<file path="src/rtl/core/m4c_pkg.sv">
package m4c_pkg;

  localparam int unsigned MaxWidth = 64;
  localparam int unsigned WidthW   = 7;
  localparam int unsigned Slots    = 3;

  // result slots in delivery order
  localparam int unsigned SlotFirst = 0;
  localparam int unsigned SlotMid   = 1;
  localparam int unsigned SlotLast  = 2;

  localparam logic [WidthW-1:0] WidthReset = WidthW'(MaxWidth);

  typedef logic [MaxWidth-1:0] row_t;

  typedef struct packed {
    logic [Slots-1:0] vld;
    row_t             last_w;
    row_t             mid_w;
    row_t             first_w;
  } res_t;

  function automatic logic [WidthW-1:0] eff_width(logic [WidthW-1:0] n);
    logic [WidthW-1:0] w;
    w = n;
    if (w == '0) w = WidthW'(1);
    if (w > WidthW'(MaxWidth)) w = WidthW'(MaxWidth);
    return w;
  endfunction

  function automatic row_t low_mask(logic [WidthW-1:0] n);
    if (n >= WidthW'(MaxWidth)) return '1;
    return (row_t'(1) << n) - row_t'(1);
  endfunction

  // interior columns 1 .. w-2
  function automatic row_t inner_cols(logic [WidthW-1:0] w);
    if (w < WidthW'(3)) return '0;
    return low_mask(w - WidthW'(1)) & ~row_t'(1);
  endfunction

  // columns of neighbor row nb to set for center row c
  function automatic row_t marks(row_t c, row_t nb, row_t inner);
    row_t cr, cl, nr, nl, diff, rgt, lft;
    cr   = c >> 1;
    cl   = c << 1;
    nr   = nb >> 1;
    nl   = nb << 1;
    diff = c ^ nb;
    rgt  = ~(c ^ nr) & diff & (c ^ cr);
    lft  = ~(c ^ nl) & diff & (c ^ cl);
    return (rgt | lft) & inner;
  endfunction

endpackage

</file>
<file path="src/rtl/core/m4c_row_proc.sv">
module m4c_row_proc import m4c_pkg::*; (
  input  logic              clk_i,
  input  logic              rst_ni,
  input  logic              cfg_we_i,
  input  logic [WidthW-1:0] cfg_wdata_i,
  input  logic              accept_i,
  input  row_t              row_i,
  input  logic              last_i,
  output res_t              res_o
);

  logic [WidthW-1:0] width_q;
  row_t              win_q [4];
  logic [2:0]        cnt_q, cnt_d;

  logic [WidthW-1:0] w_eff;
  row_t              wm, inner, x;
  row_t              r_first, r_mid, r_last;

  always_comb begin
    w_eff = eff_width(width_q);
    wm    = low_mask(w_eff);
    inner = inner_cols(w_eff);
    x     = row_i & wm;

    r_first = win_q[2] | marks(win_q[3], win_q[2], inner);
    if (cnt_q >= 3'd4) r_first = r_first | marks(win_q[1], win_q[2], inner);

    r_mid = win_q[3];
    if (cnt_q >= 3'd3) r_mid = r_mid | marks(win_q[2], win_q[3], inner);

    r_last = x;
    if (cnt_q >= 3'd2) r_last = r_last | marks(win_q[3], x, inner);

    res_o.first_w        = r_first & wm;
    res_o.mid_w          = r_mid & wm;
    res_o.last_w         = r_last & wm;
    res_o.vld[SlotFirst] = cnt_q >= 3'd2;
    res_o.vld[SlotMid]   = last_i && (cnt_q != 3'd0);
    res_o.vld[SlotLast]  = last_i;

    cnt_d = cnt_q;
    if (accept_i) begin
      if (last_i) cnt_d = 3'd0;
      else if (cnt_q < 3'd4) cnt_d = cnt_q + 3'd1;
    end
  end

  always_ff @(posedge clk_i or negedge rst_ni) begin
    if (!rst_ni) begin
      width_q <= WidthReset;
      cnt_q   <= 3'd0;
    end else begin
      if (cfg_we_i) width_q <= cfg_wdata_i;
      cnt_q <= cnt_d;
    end
  end

  // held rows are only read once the row count says they are filled
  always_ff @(posedge clk_i) begin
    if (accept_i && !last_i) begin
      win_q[0] <= win_q[1];
      win_q[1] <= win_q[2];
      win_q[2] <= win_q[3];
      win_q[3] <= x;
    end
  end

endmodule

</file>
<file path="src/rtl/core/m4c_out_buf.sv">
module m4c_out_buf import m4c_pkg::*; (
  input  logic clk_i,
  input  logic rst_ni,
  input  logic in_valid_i,
  output logic in_ready_o,
  output logic accept_o,
  input  res_t res_i,
  output logic out_valid_o,
  input  logic out_ready_i,
  output row_t out_pixels_o,
  output logic out_last_o
);

  logic [Slots-1:0] vld_q, vld_d;
  logic [Slots-1:0] lowest, vld_pop;
  row_t             word_q [Slots];
  logic             pop;

  always_comb begin
    lowest      = vld_q & (~vld_q + Slots'(1));
    out_valid_o = vld_q != '0;
    pop         = out_valid_o && out_ready_i;
    vld_pop     = pop ? (vld_q & ~lowest) : vld_q;
    // a new word may enter as soon as nothing will be left pending
    in_ready_o  = vld_pop == '0;
    accept_o    = in_valid_i && in_ready_o;
    vld_d       = accept_o ? res_i.vld : vld_pop;

    if (lowest[SlotFirst])    out_pixels_o = word_q[SlotFirst];
    else if (lowest[SlotMid]) out_pixels_o = word_q[SlotMid];
    else                      out_pixels_o = word_q[SlotLast];
    out_last_o = lowest[SlotLast];
  end

  always_ff @(posedge clk_i or negedge rst_ni) begin
    if (!rst_ni) begin
      vld_q <= '0;
    end else begin
      vld_q <= vld_d;
    end
  end

  always_ff @(posedge clk_i) begin
    if (accept_o) begin
      word_q[SlotFirst] <= res_i.first_w;
      word_q[SlotMid]   <= res_i.mid_w;
      word_q[SlotLast]  <= res_i.last_w;
    end
  end

endmodule

</file>
<file path="src/rtl/core/m_to_4_connectivity_fill.sv">
// Converts an m-connected binary image to a 4-connected one, one row of up to
// 64 pixels per word. Row r leaves once row r+2 has been accepted; the word
// flagged last_row releases the held rows as well, so it produces up to three
// output words, the final one marked by out_last_o. A new row is accepted every
// cycle while the consumer keeps up: each accepted row is processed in one
// pass from the row window into a three-slot result register, and input waits
// only while that register still has words to deliver after the current
// cycle. image_width is written through cfg_we_i / cfg_wdata_i between frames;
// 0 acts as 1 and values above 64 act as 64.
module m_to_4_connectivity_fill import m4c_pkg::*; (
  input  logic              clk_i,
  input  logic              rst_ni,
  input  logic              cfg_we_i,
  input  logic [WidthW-1:0] cfg_wdata_i,
  input  logic              in_valid_i,
  output logic              in_ready_o,
  input  row_t              row_pixels_i,
  input  logic              last_row_i,
  output logic              out_valid_o,
  input  logic              out_ready_i,
  output row_t              out_pixels_o,
  output logic              out_last_o
);

  logic accept;
  res_t res;

  m4c_row_proc u_proc (
    .clk_i      (clk_i),
    .rst_ni     (rst_ni),
    .cfg_we_i   (cfg_we_i),
    .cfg_wdata_i(cfg_wdata_i),
    .accept_i   (accept),
    .row_i      (row_pixels_i),
    .last_i     (last_row_i),
    .res_o      (res)
  );

  m4c_out_buf u_buf (
    .clk_i       (clk_i),
    .rst_ni      (rst_ni),
    .in_valid_i  (in_valid_i),
    .in_ready_o  (in_ready_o),
    .accept_o    (accept),
    .res_i       (res),
    .out_valid_o (out_valid_o),
    .out_ready_i (out_ready_i),
    .out_pixels_o(out_pixels_o),
    .out_last_o  (out_last_o)
  );

endmodule
</file>
<file path="config.mk">
export PLATFORM = sky130hd
export DESIGN_NAME = m_to_4_connectivity_fill
export DESIGN_NICKNAME = d
export VERILOG_FILES = /design/src/rtl/core/m4c_pkg.sv /design/src/rtl/core/m4c_row_proc.sv /design/src/rtl/core/m4c_out_buf.sv /design/src/rtl/core/m_to_4_connectivity_fill.sv
export SDC_FILE = /design/constraint.sdc
export NUM_CORES = 1
export LEC_CHECK = 0
export BUFFER_PORTS_ARGS = -buffer_cell sky130_fd_sc_hd__buf_2
export CAP_MARGIN = 0
export CORE_ASPECT_RATIO = 0.5
export CORE_UTILIZATION = 45
export DETAILED_ROUTE_END_ITERATION = 16
export SYNTH_ARGS = -nofsm -noshare
export SYNTH_HDL_FRONTEND = slang
export SYNTH_SLANG_ARGS = --single-unit
</file>
<file path="constraint.sdc">
create_clock -name clk_i -period 10.9 [get_ports clk_i]
set_input_delay 3.27 -clock clk_i [delete_from_list [all_inputs] [get_ports clk_i]]
set_output_delay 3.27 -clock clk_i [all_outputs]
set_load 0.005 [all_outputs]
</file>
* Yosys cells after proc, flatten, opt, wreduce, memory -nomap -nowiden *
Memory sizes are Yosys's and may differ from the RTL's.
Cells that the tools add are included.

storage, ports and cells
  flip-flop bits (word level) = 13
  RAM bits = 448
  input bits = 77
  output and inout bits = 67
  logic and storage cells = 117
  memories kept = 2

memories
  name          words  width  rd ports  clocked after Yosys merged registers in  wr ports  RTL line            text
  u_proc.win_q  4      64     3         0                                        4         m4c_row_proc.sv:13  row_t win_q [4];
  u_buf.word_q  3      64     3         0                                        3         m4c_out_buf.sv:16   row_t word_q [Slots];

cells by class
  add/sub/neg operators = 5
  order comparisons = 8
  shift-type cells = 2
  muxes and demuxes = 25
  bitwise gates (word level) = 61
  reductions and logical operators = 11

operators with widths
  cell                     number
  $and A64 B64 Y64         24
  $mux W64                 11
  $xor A64 B64 Y64         10
  $not A64 Y64             8
  $or A64 B64 Y64          8
  $xor A64 B63 Y64         7
  $shl A1 B7 Y64 const A   2
  $sub A64 B1 Y64 const B  2
  $ge A7 B7 Y1 const B     2
  $mux W7                  2
  $mux W3                  4
  $mux W1                  8
  $gt A7 B7 Y1 const B     1
  $logic_not A7 Y1         1
  $lt A7 B2 Y1 const B     1
  $sub A7 B1 Y7 const B    1
  $add A3 B1 Y3 const B    2
  $and A3 B3 Y3            2
  $ge A3 B2 Y1 const B     2
  $not A3 Y3               2
  $reduce_bool A3 Y1       2
  $logic_and A1 B1 Y1      4
  $ge A3 B3 Y1 const B     1
  $logic_not A3 Y1         1
  4 further kinds          4

* Longest topological paths before layout *
  depth after elaboration = 17
  depth in mapped cells = 16
  mapped depth without buffers = 9

* By module *
A second synthesis with hierarchy kept.

second synthesis, totals
  cells, all modules = 2540
  area, all modules = 23879.2 um2

modules (own cells, without submodules)
  module        instances  cells each  area each (um2)  sequential area each (um2)
  m4c_row_proc  1          2106        16545.9          6017.0
  m4c_out_buf   1          434         7333.3           5840.6

* Worst setup path before layout *
Ideal clock, no wire load.

  path kind = input -> register
  start = input out_ready_i
  end = memory u_proc.win_q[1][0] (netlist bit), enable pin
  library setup time = 747 ps
  arrival time = 11979 ps
  slack = -1826 ps
  stages on the path = 5
  buffers on the path = 0
  cells stage by stage = inv_1 > maj3_1 > o22ai_1 > nand2_1 > nor2_1

RTL lines
  what             RTL line                        text
  start, declared  m_to_4_connectivity_fill.sv:20  input logic out_ready_i,
  end, declared    m4c_row_proc.sv:13

* Worst setup path after layout *
  start = input out_ready_i
  end = output in_ready_o

between the ends
  cells in the longest elaborated chain, start to end = 3

RTL lines
  what                 RTL line                        text
  $logic_and A1 B1 Y1  m4c_out_buf.sv:22               pop = out_valid_o && out_ready_i;
  $mux W3              m4c_out_buf.sv:23               vld_pop = pop ? (vld_q & ~lowest) : vld_q;
  $logic_not A3 Y1     m4c_out_buf.sv:25               in_ready_o = vld_pop == '0;
  end, declared        m_to_4_connectivity_fill.sv:16  output logic in_ready_o,

No other way between the ends.

==> run summary <==
Max Clk Rate: 135 MHz
Clock Skews: 29.8 ps
R2R setup slack: 5770 ps
Psw: 2.19 mW
status: finished, violations left
Max-Cap Viols: 0
Core ar.: 52,000 um^2
Detailed Routing Iterations Pass 1: 12
placement row count: 59
Final Critical Period: 7420 ps
sequential share of power: 41.0%
Post-CTS Hold Buffers: 0
global-route wire length before repair: 116,000 um
Setup crit start kind: primary input
Ys Warns: 0
hpwl dp: 55,500 um
global placement routability congestion: 1.02
initial antenna violation count: 1
GRT Overall Usage: 28.5%
Synth Register Bits: 397
post-synthesis sequential area ratio: 49.9%
crit path capture type: output pin
CTS Sinks: 397
Final setup viols: 0
H-tree levels: 2
RR Startpoint: u_proc.width_q[6]$_DFFE_PN1P_
vias in the first global route: 18,723
Syn Nets: 2,525
clock latency on the worst-skew pair: 580 ps
clk buf depth: 3
Synth top area share: 48.6%
Worst Max-Slew Pin Slew: 1180 ps
Hold Violations, Final: 0
Avg Cell Area, Syn: 9.72 um^2
Mapped Area: 23,700 um^2
I/O pin total: 144
Clock power frac: 24.6%
synthesis-to-layout area growth: 11.0%
Die H: 164 um
Avg WL per Cell: 24.1 um
Peak VDD IR: 0.000105 V
reg2reg path depth: 8
Slew HR: 20.7%
Int Pwr: 3.60 mW
WS Path Type: in -> out
grt ovf: 0
top post-synthesis cells by area: edfxtp_1 49%, o21ai_0 4.6%, nand2_1 4.4%, nor2_1 3.8%, nor2b_1 3.3%
number of port buffers: 143
cell taking the most area after synthesis: edfxtp_1
routed wire length: 78,800 um
switching share of power: 37.9%
hold endpoint: u_proc.win_q[2][63]$_DFFE_PP_
post-CTS setup buffers: 0
Final nets: 2,622
Post-CTS Resized: 0
via count: 20,468
Comb pwr share: 34.5%
final setup margin: 3480 ps
Die ar.: 53,700 um^2
min-delay src: u_proc.win_q[3][63]$_DFFE_PP_
cell count after synthesis: 2,442
Final period util: 68.1%
share of synthesized flip-flops with an asynchronous set or reset: 3.27%
clock root cell: clkbuf_16
largest net degree at the start of global routing: 128
clk slew on worst S/H paths: 80 ps
HP Class: reg -> reg
Place WS: 3500 ps
Setup crit start: out_ready_i
cell with the most instances after synthesis: edfxtp_1
critical path arrival: 4150 ps
final instance area: 26,400 um^2
routed vias/inst: 6.26
Pwr Density: 220 nW/um^2
Setup Total Neg Slack: 0 ps
RR Endpoint: u_buf.word_q[0][188]$_DFFE_PP_
Die W: 327 um
worst path required time: 7630 ps
ys flop type: edfxtp_1
Post-DRT Antenna Nets: 0
CP Max Fanout: 4
share of layout cells above drive strength 1: 11.8%
number of flops mapped to enable cells by yosys: 384
Pleak: 9.64 nW
synth unique cells: 110
initial DRC count: 2,692
# diodes: 0
final max-slew violation count: 0
failing checks: design-rule violations
DRC: 1
CTS Buf Count: 39
CTS tree: done
Placed Area: 25,000 um^2
commonest cells in the netlist: 384 x edfxtp_1, 278 x nand2_1, 241 x nor2_1, 219 x o21ai_0, 136 x a21oi_1
unrepaired setup endpoints after global routing: no
Initial Util: 45.6%
hold depth: 0
[routing by layer]
layer / GRT usage [%] / wire, um
met5: 0.996 / 72
met3: 7.65 / 7930
met4: 6.97 / 1650
met2: 40.9 / 33100
met1: 42.3 / 36000
[per-stage QoR]
step | hold slack (ps) | utilization (%) | power [mW] | std cells
2_1_floorplan | 424 | - | 3.61 | 2442
3_3_place_gp | 455 | 48.1 | 4.33 | 3199
3_5_place_dp | 463 | 48.1 | 4.36 | 3199
4_1_cts | 480 | 50.6 | 5.79 | 3269
5_1_grt | 477 | 50.6 | 6.08 | 3269
6_report | 466 | 50.6 | 5.79 | 3269
[cell families (layout without fill, tap and decap cells)]
| logic type | after synthesis | count (layout) | share of synthesized area [%] |
|---|---|---|---|
| DFF | 397 | 397 | 49.9 |
| buffers and inverters | 227 | 353 | 4.23 |
| adders and majority gates | 8 | 8 | 0.401 |
| muxes | 82 | 82 | 3.51 |
| and+or+nand+nor | 979 | 979 | 20.8 |
| xor gates and xnor gates | 17 | 17 | 0.627 |
| AOI/OAI and AO/OA | 731 | 731 | 20.4 |
| other | 1 | 1 | 0.0158 |
[power groups by stage]
stage          registers, mW  clock network, mW  logic (mW)
2_1_floorplan           2.34                  0        1.26
3_3_place_gp            2.39                  0        1.95
3_5_place_dp            2.40                  0        1.96
4_1_cts                 2.37               1.45        1.97
5_1_grt                 2.42               1.50        2.16
6_report                2.37               1.42        1.99
[registers in the layout, summed over array words and instances (netlist names)]
name / flops
u_buf.word_q: 192
u_proc.win_q: 192
u_proc.width_q: 7
u_buf.vld_q: 3
u_proc.cnt_q: 3
[worst max-delay path: stages]
cell     delay, ps
buf_2          100
inv_1           80
maj3_1         360
o22ai_1        190
buf_2          150
[how the worst max path moves through the flow]
stage          slack [ps]  cells after the start                           end
6_report             3480                      5                    in_ready_o
5_1_grt              3440                      5                    in_ready_o
4_1_cts              3490                      5                    in_ready_o
3_5_place_dp         3500                      5                    in_ready_o
3_3_place_gp         3510                      5                    in_ready_o
2_1_floorplan        1420                      5  u_proc.win_q[1][0]$_DFFE_PP_
[cell type report]
class / count / area (um^2)
Fill cell: 4841 / 25700
Sequential cell: 397 / 11900
Multi-Input combinational cell: 1818 / 10900
Clock buffer: 42 / 1030
Timing Repair Buffer: 176 / 963
Tap cell: 701 / 877
Inverter: 107 / 409
Clock inverter: 28 / 273
[placed cells by master (no fill, tap or decap), types with 12 or more instances in the layout]
cell type | netlist | final
o211ai_1 | 36 | 36
a21oi_1 | 136 | 136
a211oi_1 | 14 | 13
a31oi_1 | 36 | 36
nor3_1 | 47 | 46
or3_1 | 13 | 12
nand4_1 | 22 | 22
edfxtp_1 | 384 | 384
buf_2 | 25 | 143
a22o_1 | 18 | 18
mux2i_1 | 72 | 72
nand2_1 | 278 | 278
a41o_1 | 19 | 19
a221oi_1 | 12 | 12
clkbuf_16 | 0 | 41
a41oi_1 | 19 | 19
o31ai_1 | 13 | 13
xnor2_1 | 14 | 14
o22ai_1 | 45 | 45
and2_1 | 16 | 16
buf_4 | 7 | 33
nor2b_1 | 126 | 126
nand3_1 | 57 | 57
inv_1 | 107 | 106
o32ai_1 | 14 | 14
a32o_1 | 22 | 22
o21ai_0 | 219 | 219
nor2_1 | 241 | 239
nand2b_1 | 74 | 74
nor4_1 | 13 | 12
Power figures use the tool's default switching activity.
